### src/design/bissc_pkg.sv
// Shared constants, types and CRC table for the BiSS-C frame decoder.
// No dependencies; compiled first.
package bissc_pkg;

  localparam int unsigned FRAME_BITS_DEF = 64;  // default received frame length
  localparam int unsigned RAW_W          = 64;  // raw frame port width
  localparam int unsigned POS_W          = 28;  // position field width
  localparam int unsigned PB_W           = 5;   // position_bits register width
  localparam int unsigned CRC_W          = 6;
  localparam int unsigned CNT_W          = 32;

  localparam int unsigned PB_MIN   = 8;
  localparam int unsigned PB_MAX   = 28;
  localparam int unsigned PB_RESET = 22;
  localparam int unsigned HDR_BITS = 10;        // crc + warn + err + 2 spare above pb

  // window that holds the kept bits: pb + 10 at most
  localparam int unsigned WIN_W  = PB_MAX + HDR_BITS;
  // CRC covers position, error and warning
  localparam int unsigned DATA_W = PB_MAX + 2;

  // x^(i+6) mod (x^6 + x + 1): CRC contribution of data bit i, zero seed
  localparam logic [CRC_W-1:0] CRC_TERM [DATA_W] = '{
    6'h03, 6'h06, 6'h0C, 6'h18, 6'h30, 6'h23, 6'h05, 6'h0A, 6'h14, 6'h28,
    6'h13, 6'h26, 6'h0F, 6'h1E, 6'h3C, 6'h3B, 6'h35, 6'h29, 6'h11, 6'h22,
    6'h07, 6'h0E, 6'h1C, 6'h38, 6'h33, 6'h25, 6'h09, 6'h12, 6'h24, 6'h0B
  };

  // fields pulled out of one aligned frame
  typedef struct packed {
    logic [POS_W-1:0]  pos;
    logic              err;
    logic              warn;
    logic [CRC_W-1:0]  crc_rx;
    logic [DATA_W-1:0] data;
    logic              nonzero;
  } fields_t;

endpackage

### src/design/bissc_in_if.sv
// Input channel: one raw receive frame per word, valid/ready handshake.
// Depends on bissc_pkg.
interface bissc_in_if;
  import bissc_pkg::*;

  logic             valid;
  logic             ready;
  logic [RAW_W-1:0] raw_frame;

  modport source (output valid, output raw_frame, input ready);
  modport sink   (input valid, input raw_frame, output ready);
endinterface

### src/design/bissc_out_if.sv
// Output channel: one decoded result per word, valid/ready handshake.
// Depends on bissc_pkg.
interface bissc_out_if;
  import bissc_pkg::*;

  logic             valid;
  logic             ready;
  logic [POS_W-1:0] raw_position;
  logic [POS_W-1:0] good_position;
  logic             crc_ok;
  logic             error_bit;
  logic             warning_bit;
  logic [CNT_W-1:0] crc_error_count;

  modport source (output valid, output raw_position, output good_position, output crc_ok,
                  output error_bit, output warning_bit, output crc_error_count,
                  input ready);
  modport sink   (input valid, input raw_position, input good_position, input crc_ok,
                  input error_bit, input warning_bit, input crc_error_count,
                  output ready);
endinterface

### src/design/bissc_align.sv
// Frame alignment and field extraction: strips start/CDS bits, trims to pb+10 bits.
// Depends on bissc_pkg.
module bissc_align #(
  parameter int unsigned FRAME_BITS = bissc_pkg::FRAME_BITS_DEF
) (
  input  logic [FRAME_BITS-1:0]      frame_i,
  input  logic [bissc_pkg::PB_W-1:0] pb_i,      // already clamped to 8..28
  output bissc_pkg::fields_t         fields_o
);
  import bissc_pkg::*;

  localparam int unsigned IDX_W  = $clog2(FRAME_BITS);
  localparam int unsigned CALC_W = $clog2(2 * FRAME_BITS + WIN_W);

  function automatic logic [IDX_W-1:0] top_idx(input logic [FRAME_BITS-1:0] v);
    logic [IDX_W-1:0] idx;
    idx = '0;
    for (int i = 0; i < FRAME_BITS; i++) begin
      if (v[i]) idx = IDX_W'(i);
    end
    return idx;
  endfunction

  logic [IDX_W-1:0]            msb;
  logic [IDX_W-1:0]            top;
  logic [FRAME_BITS-1:0]       below;
  logic [FRAME_BITS-1:0]       body;
  logic [CALC_W-1:0]           keep;
  logic [CALC_W-1:0]           rsh;
  logic [FRAME_BITS+WIN_W-1:0] wide;
  logic [WIN_W-1:0]            win;
  logic [POS_W-1:0]            pos_mask;
  logic [DATA_W-1:0]           data_mask;

  always_comb begin
    msb   = top_idx(frame_i);
    // bits below the start bit and the CDS bit
    below = ((FRAME_BITS'(1) << msb) - FRAME_BITS'(1)) >> 1;
    body  = frame_i & below;
    top   = top_idx(body);
    keep  = CALC_W'(pb_i) + CALC_W'(HDR_BITS);

    // net shift into the window: top bit lands at keep-1, or frame stays left-aligned
    if (keep + CALC_W'(msb) <= CALC_W'(FRAME_BITS) + CALC_W'(top)) begin
      rsh = CALC_W'(WIN_W + 1) + CALC_W'(top) - keep;
    end else begin
      rsh = CALC_W'(WIN_W + 1) + CALC_W'(msb) - CALC_W'(FRAME_BITS);
    end
    wide = {body, WIN_W'(0)} >> rsh;
    win  = wide[WIN_W-1:0];

    pos_mask  = (POS_W'(1) << pb_i) - POS_W'(1);
    data_mask = (DATA_W'(1) << ({1'b0, pb_i} + 6'd2)) - DATA_W'(1);

    fields_o.pos     = win[8 +: POS_W] & pos_mask;
    fields_o.err     = win[7];
    fields_o.warn    = win[6];
    fields_o.crc_rx  = win[CRC_W-1:0];
    fields_o.data    = win[CRC_W +: DATA_W] & data_mask;
    fields_o.nonzero = |frame_i;
  end

endmodule

### src/design/bissc_crc6.sv
// Parallel inverted CRC-6 (x^6+x+1, zero seed) compare against the received CRC.
// Depends on bissc_pkg.
module bissc_crc6 (
  input  bissc_pkg::fields_t fields_i,
  output logic               ok_o
);
  import bissc_pkg::*;

  logic [CRC_W-1:0] crc;

  // zero seed: leading zeros add nothing, so each set bit adds its own term
  always_comb begin
    crc = '0;
    for (int i = 0; i < DATA_W; i++) begin
      if (fields_i.data[i]) crc = crc ^ CRC_TERM[i];
    end
    ok_o = fields_i.nonzero && ((~crc) == fields_i.crc_rx);
  end

endmodule

### src/design/biss_c_frame_decoder_core.sv
// BiSS-C position frame decoder, top level.
// Depends on bissc_pkg, bissc_in_if, bissc_out_if, bissc_align, bissc_crc6.
//
// Usage:
//  - in_word (sink): one raw frame per word, first received bit in bit
//    FRAME_BITS-1; bits above that are ignored.
//  - out_word (source): one result word per frame: extracted position,
//    last CRC-good position, crc_ok, error/warning bits, failed-frame count.
//  - cfg_we_i/cfg_wdata_i: writes position_bits (clamped to 8..28 on use).
//    Write only while no frame is in flight.
// Pipeline: an accepted frame is held in the input register, decoded out of
//  it and loaded into the result register once that register is free or
//  being drained. One frame per cycle sustained while out_word.ready is
//  high; the whole decode (align, trim, CRC, state update) is one
//  combinational pass between the input register and the result register.
// Stall: when out_word.ready is low the result holds, the input register
//  still takes one more word if it is empty, then in_word.ready drops until space frees.
// Reset: both registers empty, position_bits = 22, held position and
//  failed-frame count zero. The count saturates at all ones.
module biss_c_frame_decoder_core #(
  parameter int unsigned FRAME_BITS = bissc_pkg::FRAME_BITS_DEF
) (
  input  logic                       clk_i,
  input  logic                       rst_ni,
  bissc_in_if.sink                   in_word,
  bissc_out_if.source                out_word,
  input  logic                       cfg_we_i,
  input  logic [bissc_pkg::PB_W-1:0] cfg_wdata_i
);
  import bissc_pkg::*;

  // config register
  logic [PB_W-1:0] pb_q;
  logic [PB_W-1:0] pb_eff;

  // input stage
  logic                  in_vld_q;
  logic [FRAME_BITS-1:0] frame_q;

  // result stage and held state
  logic             out_vld_q;
  logic [POS_W-1:0] raw_pos_q;
  logic             ok_q;
  logic             err_q;
  logic             warn_q;
  logic [POS_W-1:0] held_q;
  logic [CNT_W-1:0] cnt_q;

  fields_t fields;
  logic    crc_ok;
  logic    advance;

  always_ff @(posedge clk_i or negedge rst_ni) begin
    if (!rst_ni) begin
      pb_q <= PB_W'(PB_RESET);
    end else if (cfg_we_i) begin
      pb_q <= cfg_wdata_i;
    end
  end

  always_comb begin
    if (pb_q < PB_W'(PB_MIN)) begin
      pb_eff = PB_W'(PB_MIN);
    end else if (pb_q > PB_W'(PB_MAX)) begin
      pb_eff = PB_W'(PB_MAX);
    end else begin
      pb_eff = pb_q;
    end
  end

  // input register moves on when the result register is free or being drained
  assign advance       = in_vld_q && (!out_vld_q || out_word.ready);
  assign in_word.ready = !in_vld_q || advance;

  always_ff @(posedge clk_i or negedge rst_ni) begin
    if (!rst_ni) begin
      in_vld_q <= 1'b0;
    end else if (in_word.ready) begin
      in_vld_q <= in_word.valid;
    end
  end

  always_ff @(posedge clk_i) begin
    if (in_word.valid && in_word.ready) begin
      frame_q <= in_word.raw_frame[FRAME_BITS-1:0];
    end
  end

  bissc_align #(
    .FRAME_BITS (FRAME_BITS)
  ) u_align (
    .frame_i  (frame_q),
    .pb_i     (pb_eff),
    .fields_o (fields)
  );

  bissc_crc6 u_crc6 (
    .fields_i (fields),
    .ok_o     (crc_ok)
  );

  always_ff @(posedge clk_i or negedge rst_ni) begin
    if (!rst_ni) begin
      out_vld_q <= 1'b0;
    end else if (advance) begin
      out_vld_q <= 1'b1;
    end else if (out_word.ready) begin
      out_vld_q <= 1'b0;
    end
  end

  always_ff @(posedge clk_i) begin
    if (advance) begin
      raw_pos_q <= fields.pos;
      ok_q      <= crc_ok;
      err_q     <= fields.err;
      warn_q    <= fields.warn;
    end
  end

  // held position / failed-frame count change only as a result word is loaded,
  // so they read straight out as that word's state
  always_ff @(posedge clk_i or negedge rst_ni) begin
    if (!rst_ni) begin
      held_q <= '0;
      cnt_q  <= '0;
    end else if (advance) begin
      if (crc_ok) begin
        held_q <= fields.pos;
      end else if (cnt_q != '1) begin
        cnt_q <= cnt_q + CNT_W'(1);
      end
    end
  end

  assign out_word.valid           = out_vld_q;
  assign out_word.raw_position    = raw_pos_q;
  assign out_word.good_position   = held_q;
  assign out_word.crc_ok          = ok_q;
  assign out_word.error_bit       = err_q;
  assign out_word.warning_bit     = warn_q;
  assign out_word.crc_error_count = cnt_q;

endmodule

### src/flat_wrapper.sv
// flat-port wrapper written by rule: the top's interface ports become plain ports
module biss_c_frame_decoder_core_flat import bissc_pkg::*;
#(
  parameter int unsigned FRAME_BITS = bissc_pkg::FRAME_BITS_DEF
)
  (clk_i, rst_ni, cfg_we_i, cfg_wdata_i, in_word_valid, in_word_raw_frame, in_word_ready, out_word_valid, out_word_raw_position, out_word_good_position, out_word_crc_ok, out_word_error_bit, out_word_warning_bit, out_word_crc_error_count, out_word_ready);
  bissc_in_if in_word_i ();
  bissc_out_if out_word_i ();
  input  logic clk_i;
  input  logic rst_ni;
  input  logic cfg_we_i;
  input  logic [bissc_pkg::PB_W-1:0] cfg_wdata_i;
  input wire logic [$bits(in_word_i.valid)-1:0] in_word_valid;
  input wire logic [$bits(in_word_i.raw_frame)-1:0] in_word_raw_frame;
  output wire logic [$bits(in_word_i.ready)-1:0] in_word_ready;
  output wire logic [$bits(out_word_i.valid)-1:0] out_word_valid;
  output wire logic [$bits(out_word_i.raw_position)-1:0] out_word_raw_position;
  output wire logic [$bits(out_word_i.good_position)-1:0] out_word_good_position;
  output wire logic [$bits(out_word_i.crc_ok)-1:0] out_word_crc_ok;
  output wire logic [$bits(out_word_i.error_bit)-1:0] out_word_error_bit;
  output wire logic [$bits(out_word_i.warning_bit)-1:0] out_word_warning_bit;
  output wire logic [$bits(out_word_i.crc_error_count)-1:0] out_word_crc_error_count;
  input wire logic [$bits(out_word_i.ready)-1:0] out_word_ready;
  assign in_word_i.valid = in_word_valid;
  assign in_word_i.raw_frame = in_word_raw_frame;
  assign in_word_ready = in_word_i.ready;
  assign out_word_valid = out_word_i.valid;
  assign out_word_raw_position = out_word_i.raw_position;
  assign out_word_good_position = out_word_i.good_position;
  assign out_word_crc_ok = out_word_i.crc_ok;
  assign out_word_error_bit = out_word_i.error_bit;
  assign out_word_warning_bit = out_word_i.warning_bit;
  assign out_word_crc_error_count = out_word_i.crc_error_count;
  assign out_word_i.ready = out_word_ready;
  biss_c_frame_decoder_core #(.FRAME_BITS(FRAME_BITS)) u_core (.clk_i(clk_i), .rst_ni(rst_ni), .in_word(in_word_i), .out_word(out_word_i), .cfg_we_i(cfg_we_i), .cfg_wdata_i(cfg_wdata_i));
endmodule
### config.mk
export PLATFORM = sky130hd
export DESIGN_NAME = biss_c_frame_decoder_core_flat
export DESIGN_NICKNAME = d
export VERILOG_FILES = /design/src/design/bissc_pkg.sv /design/src/design/bissc_in_if.sv /design/src/design/bissc_out_if.sv /design/src/design/bissc_align.sv /design/src/design/bissc_crc6.sv /design/src/design/biss_c_frame_decoder_core.sv /design/src/flat_wrapper.sv
export SDC_FILE = /design/constraint.sdc
export NUM_CORES = 1
export LEC_CHECK = 0
export ABC_AREA = 1
export BUFFER_PORTS_ARGS = -buffer_cell sky130_fd_sc_hd__buf_2
export CAP_MARGIN = 15
export CORE_MARGIN = 4
export CORE_UTILIZATION = 50
export CTS_BUF_LIST = sky130_fd_sc_hd__clkbuf_16
export DETAILED_ROUTE_END_ITERATION = 8
export GPL_TIMING_DRIVEN = 0
export PLACE_DENSITY = 0.71
export SYNTH_ARGS = -nofsm -noshare
export SYNTH_HDL_FRONTEND = slang
export SYNTH_HIERARCHICAL = 1
export SYNTH_SLANG_ARGS = --single-unit
### constraint.sdc
create_clock -name clk_i -period 11.06 [get_ports clk_i]
set_clock_uncertainty 0.1 [all_clocks]
set_input_delay 1.659 -clock clk_i [delete_from_list [all_inputs] [get_ports clk_i]]
set_output_delay 1.659 -clock clk_i [all_outputs]
set_load 0.1 [all_outputs]
==> out/results.tsv, run 1 <==
metric	value	unit
status	finished, violations left	
failing checks	setup timing	
Worst Hold Class	reg -> reg	
Synth Register Bits	162	
area leader, netlist	nand2_1	
Sink Count	162	
fillers	3515	
Die Wd	203.9	um
antenna violations before repair	0	
final setup margin	-2.505	ns
critical path class	reg -> reg	
final setup violation count	91	
FFs w/ async S/R, synth	0.4136	
hpwl dp	61.27	mm
clock slew at reported path FFs	0.07	ns
1st-pass router iterations	8	
Synth top area share	0.2238	
RSZ-0062 raised after global routing	yes	
WP depth	173	
crit path DAT	13.81	ns
syn_nets	3366	
Post-Place Cells	3934	
vias per cell	5.676	
Avg Inst Size Synth	5.892	um2
share of layout cells above drive strength 1	0.2829	
drt total wl	77.41	mm
total CTS buffers	17	
DR vias	23090	
Leak	12.35	nW
r2r setup slk	-2.51	ns
fin crit share	1.226	
CP startpoint	u_core/frame_q[3]	
Cell Count, Final, Fillers Out	4068	
Die Y	203.9	um
Starting Density	0.5082	
Critical Path Slowest Stage Cell	edfxtp_1	
die area	41570	um2
CTS root buffer	clkbuf_16	
worst slack, placed	-4.014	ns
Hold Fails Final Rpt	0	
DRT iter0 DRCs	2574	
Layout Nets	3653	
Area contributors post-synth	nand2_1 22%, edfxtp_1 15%, nor2_1 8.4%, dfrtp_1 8.3%, inv_1 6.2%	
H-tree Lvls	4	
Crit path required time	11.30	ns
IO Pins	167	
Worst Setup EP	u_core/out_word.good_position[12]	
first-pass GRT wire length	116.4	mm
CP top delay family	simple AND/OR/NAND/NOR gates	
P per Cell Area	321.4	nW/um2
CP bufs+invs	13	
Post-synth EDFFs	95	
mapped cell area	19190	um2
most frequent cells after synthesis	1144 x nand2_1, 431 x nor2_1, 319 x inv_1	
RePlAce Congestion	1.077	
Hold Path Cell Cnt	1	
Slew Limit Fails	0	
cell with the most instances after synthesis	nand2_1	
Gate Count Post-Synth	3256	
remaining global-route overflow	0	
largest net degree at the start of global routing	68	
area of the core	37760	um2
Max-slew headroom	0.3788	
minimum clock period	13.57	ns
count of different cell masters after synthesis	70	
vias in the first global route	21210	
sequential share of the synthesized area	0.2363	
TritonCTS clock tree	done	
max-cap viol count	0	
clk buf depth	2	
worst r2r src	u_core/frame_q[3]	
ys flop type	edfxtp_1	
CP Max Fanout	7	
fmax	0.07372	GHz
Worst-Skew Late Latency	0.47	ns
Routed Antenna Nets	0	
reg2reg path depth	173	
Max rail drop VDD	215.3	uV
R2R Path End	u_core/out_word.good_position[12]	
# DRC	0	
most used cell, CP	nand2_1	
CP Capture Type	register	
CP startpoint kind	register	
routed len/inst	19.03	um
# port buffers	165	
Worst Tran Pin Value	0.9297	ns
Synth warnings	6	
GRT Total Usage	0.3563	
Area Growth Syn to Fin	26.51	%
Worst path max stage delay	0.38	ns
row count	71	
## kinds of logic (layout without fill, tap and decap cells)
logic type	after synthesis	count (layout)	synth area share
XOR/XNOR	66	66	0.03013
AND/OR/NAND/NOR	1991	1991	0.4461
multiplexers	37	37	0.02113
buffers and inverters	532	832	0.1137
other	0	1	0
AO/OA/AOI/OAI	432	432	0.1284
flip-flops	162	162	0.2363
adder cells (fa/ha/maj)	36	36	0.02426
## metal layers
metal  vias up  GRT usage  wire length [um]
met5         -          0                 0
met4         0     0.1626              4374
met3       246    0.04332              5751
met2      1151     0.5922             35760
met1     10700     0.4659             31520
li1      11000          -                 -
## power breakdown
group | switching [mW] | internal (mW) | leakage (nW)
Sequential | 0.0544 | 0.760 | 1.83
Clock | 0.285 | 0.307 | 0.282
Combinational | 4.33 | 2.07 | 10.2
Total | 4.67 | 3.13 | 12.4
## cell type report
type	instances	area, um2	share of cell area
Antenna cell	1	2.502	0.0001031
Buffer	120	835.8	0.03443
Clock buffer	18	450.4	0.01856
Clock inverter	14	120.1	0.004949
Inverter	411	1573	0.06480
Multi-Input combinational cell	2562	14310	0.5896
Sequential cell	162	4533	0.1868
Tap cell	511	639.4	0.02634
Timing Repair Buffer	269	1808	0.07449
## cell usage in the layout, fill, tap and decap left out, types with 47 or more instances in the layout
cell type	Yosys	routed
nor3_1	58	51
nand3_1	160	115
inv_2	82	89
buf_4	13	101
nor2_4	18	58
edfxtp_1	95	95
o21ai_1	130	105
o21ai_0	159	62
buf_2	28	190
inv_1	319	306
nor2_1	431	371
a21oi_1	51	47
nand2_2	19	84
o21ai_2	13	122
nor2_2	45	65
dfrtp_1	64	64
nand2_1	1144	1072
## per-stage QoR
stage               power [mW]  area, um2    util  TNS, ns  hold slack, ns
CTS                      7.127      23330  0.6179  -138.47          0.4073
global route             8.230      24270  0.6428  -289.02          0.4250
detailed placement       5.695      20860  0.5525  -289.45          0.3917
floorplan                4.321      19340       -   -17.64          0.3607
finish                   7.801      24270  0.6429  -170.51          0.4056
global placement         5.622      20810  0.5512  -267.97          0.3806
## worst register-to-register path, delay by kind of cell, from the launching register on
kind	cells	cell delay, ns
flip-flops	1	0.38
adder cells (fa/ha/maj)	4	0.73
multiplexers	1	0.29
buffers and inverters	13	1.31
AND/OR/NAND/NOR	140	8.55
AO/OA/AOI/OAI	15	2.13
## flip-flops by register name, indices dropped and copies added (netlist names)
signal                           cells
u_core/out_word.error_bit            1
u_core/out_word.raw_position        28
u_core/out_word.valid                1
u_core/frame_q                      64
u_core/out_word.good_position       28
u_core/out_word.warning_bit          1
u_core/out_word.crc_error_count     32
u_core/in_vld_q                      1
u_core/pb_q                          5
u_core/out_word.crc_ok               1
## how the worst min path moves through the flow
stage	start	to	slack, ns
after floorplan	u_core/pb_q[1]	u_core/pb_q[1]	0.36
after global placement	u_core/pb_q[1]	u_core/pb_q[1]	0.38
after detailed placement	u_core/out_word.good_position[22]	u_core/out_word.good_position[22]	0.39
after CTS	u_core/out_word.good_position[10]	u_core/out_word.good_position[10]	0.41
after global routing	u_core/out_word.good_position[18]	u_core/out_word.good_position[18]	0.43
final	u_core/out_word.good_position[10]	u_core/out_word.good_position[10]	0.41
## what timing repair did
item	in CTS	in global routing
gates cloned	4	2
resized for setup	409	186
setup endpoints to repair	91	91
hold buffers	0	0
pin swaps	90	65
buffers inserted	61	35
Power figures use the tool's default switching activity.
==> inputs of run 2 (changes only) <==
- BUFFER_PORTS_ARGS: -buffer_cell sky130_fd_sc_hd__buf_2 -> -buffer_cell sky130_fd_sc_hd__buf_4
- CORE_MARGIN: 4 -> 2
- CTS_CLUSTER_SIZE: unset -> 20
==> run 2 against run 1 <==
Compared with the run above: the run still ends with setup timing left; worst hold slack got worse by 0.0096 ns; via count up 1.1%; global-route usage grew 3.3 points; critical endpoint is now u_core/out_word.good_position[21].
==> out/results.tsv, run 2 (synthesis gave the netlist of run 1 again) <==
metric	value	unit
status	finished, violations left	
failing checks	setup timing	
CTS root buffer	clkbuf_16	
GR Layer Usage met1	0.4770	
Worst Tran Pin Value	1.027	ns
worst slack, placed	-3.894	ns
Die Y	199.9	um
first-pass GRT wire length	118.4	mm
RSZ-0062 raised after global routing	yes	
grt met3 use	0.06804	
combinational share of power	0.821	
RePlAce Congestion	1.043	
switching share of total power	0.5909	
Critical Path Slowest Stage Cell	edfxtp_1	
DR vias	23340	
Sink Count	162	
internal power	3.291	mW
IO Pins	167	
vias per cell	5.720	
GRT Total Usage	0.3891	
final instance area	25030	um2
final setup violation count	91	
cts-stage hold buffer count	0	
routed len/inst	19.58	um
final setup margin	-2.512	ns
hold path startpoint	u_core/pb_q[1]	
remaining global-route overflow	0	
Slew Limit Fails	0	
largest net degree at the start of global routing	68	
Clk pwr share	0.078	
Max-slew headroom	0.3137	
Leak	12.62	nW
Crit path required time	11.31	ns
Worst path max stage delay	0.39	ns
drt total wl	79.92	mm
share of layout cells above drive strength 1	0.2916	
crit path DAT	13.83	ns
die area	39950	um2
max-cap viol count	0	
P per Cell Area	321.4	nW/um2
Worst Hold Class	reg -> reg	
Cell Count, Final, Fillers Out	4081	
Worst-Skew Late Latency	0.47	ns
Area Growth Syn to Fin	30.46	%
P_sw	4.754	mW
Post-Place Cells	3934	
1st-pass router iterations	6	
Final Util	0.6630	
critical path class	reg -> reg	
vias in the first global route	21760	
max reg flops	64	
TritonCTS clock tree	done	
Layout Nets	3667	
CP Capture Type	register	
total CTS buffers	17	
CP startpoint kind	register	
Max rail drop VDD	204.8	uV
fmax	0.07368	GHz
clock slew at reported path FFs	0.07	ns
H-tree Lvls	4	
commonest non-fill, non-tap cell in the layout	nand2_1	
most used cell, CP	nand2_1	
# DRC	0	
worst r2r src	u_core/frame_q[3]	
most frequent cells in the layout	1051 x nand2_1, 373 x nor2_1, 305 x inv_1	
Largest Register	u_core/frame_q	
Routed Antenna Nets	0	
fin crit share	1.227	
hpwl dp	61.21	mm
# port buffers	165	
met2 GRT Util	0.6431	
CP Max Fanout	6	
CP startpoint	u_core/frame_q[3]	
clk buf depth	2	
GR peak layer	met2	
row count	71	
# diodes	0	
DRT iter0 DRCs	2495	
part of the power in registers	0.102	
antenna violations before repair	0	
Die Wd	199.9	um
area of the core	37760	um2
Starting Density	0.5082	
minimum clock period	13.57	ns
placed cell areas	21270	um2
Hold Fails Final Rpt	0	
[run 2: cell types whose count changed in the layout (fill, tap and decap cells not counted), sizes merged]
| cell | before | now |
|---|---|---|
| diode | 1 | 0 |
| clkinv | 13 | 14 |
| nand2 | 1171 | 1172 |
| buf | 337 | 346 |
| clkbuf | 70 | 74 |
| bufinv | 0 | 2 |
| clkinvlp | 1 | 0 |
| inv | 411 | 409 |
[run 2: path summary, 6_finish.rpt]
path	endpoint	slack [ns]	depth (start not counted)
hold / removal	u_core/pb_q[1]	0.40	2
min in group asynchronous	u_core/out_word.good_position[7]	1.20	1
hold reg to reg	u_core/pb_q[1]	0.40	2
setup / recovery	u_core/out_word.good_position[21]	-2.51	136
setup reg to reg	u_core/out_word.good_position[21]	-2.51	136
max in group asynchronous	u_core/out_word.crc_error_count[5]	9.06	1
[run 2: worst max-delay path, delay by kind of cell (launching register included)]
family                     cells  cell delay (ns)
muxes                          2             0.45
and+or+nand+nor               97             7.32
buffers and inverters         19             1.91
AOI/OAI and AO/OA             16             2.72
DFF                            1             0.39
adders and majority gates      2             0.54
[run 2: timing repair]
action | 4_1_cts | 5_1_grt
pin swaps | 88 | 73
cloned | 7 | 5
endpoints found under the setup margin | 91 | 91
setup buffers | 73 | 32
gates resized for setup | 478 | 176
[run 2: stage by stage]
stage / hold slack, ns / power [mW] / setup TNS, ns
floorplan: 0.3607 / 4.321 / -17.64
global placement: 0.3818 / 5.686 / -259.94
detailed placement: 0.3893 / 5.763 / -277.05
CTS: 0.4024 / 7.392 / -129.93
global route: 0.4328 / 8.483 / -289.98
finish: 0.3960 / 8.045 / -170.78
[run 2: cell type report]
| type | instances | area [um2] |
|---|---|---|
| plain buffers | 119 | 847.1 |
| flip-flops and latches | 162 | 4533 |
| repair buffers | 283 | 2430 |
| clock inverters | 14 | 162.7 |
| fillers | 3292 | 12720 |
| well taps | 511 | 639.4 |
| inverters | 411 | 1579 |
| multi-input cells | 2563 | 14390 |
| clock buffers | 18 | 450.4 |
[run 2: power by group through the flow]
stage / clock network, mW / logic (mW) / registers (mW)
detailed placement: 0 / 4.94 / 0.828
global route: 0.657 / 7.00 / 0.829
CTS: 0.636 / 5.94 / 0.817
finish: 0.624 / 6.60 / 0.820
global placement: 0 / 4.86 / 0.825
floorplan: 0 / 3.00 / 1.32
[run 2: metal layers]
layer,vias to the layer above,share of wire
met5,-,0
met1,10700,0.39
met4,0,0.068
met3,311,0.084
met2,1317,0.46
li1,11010,-
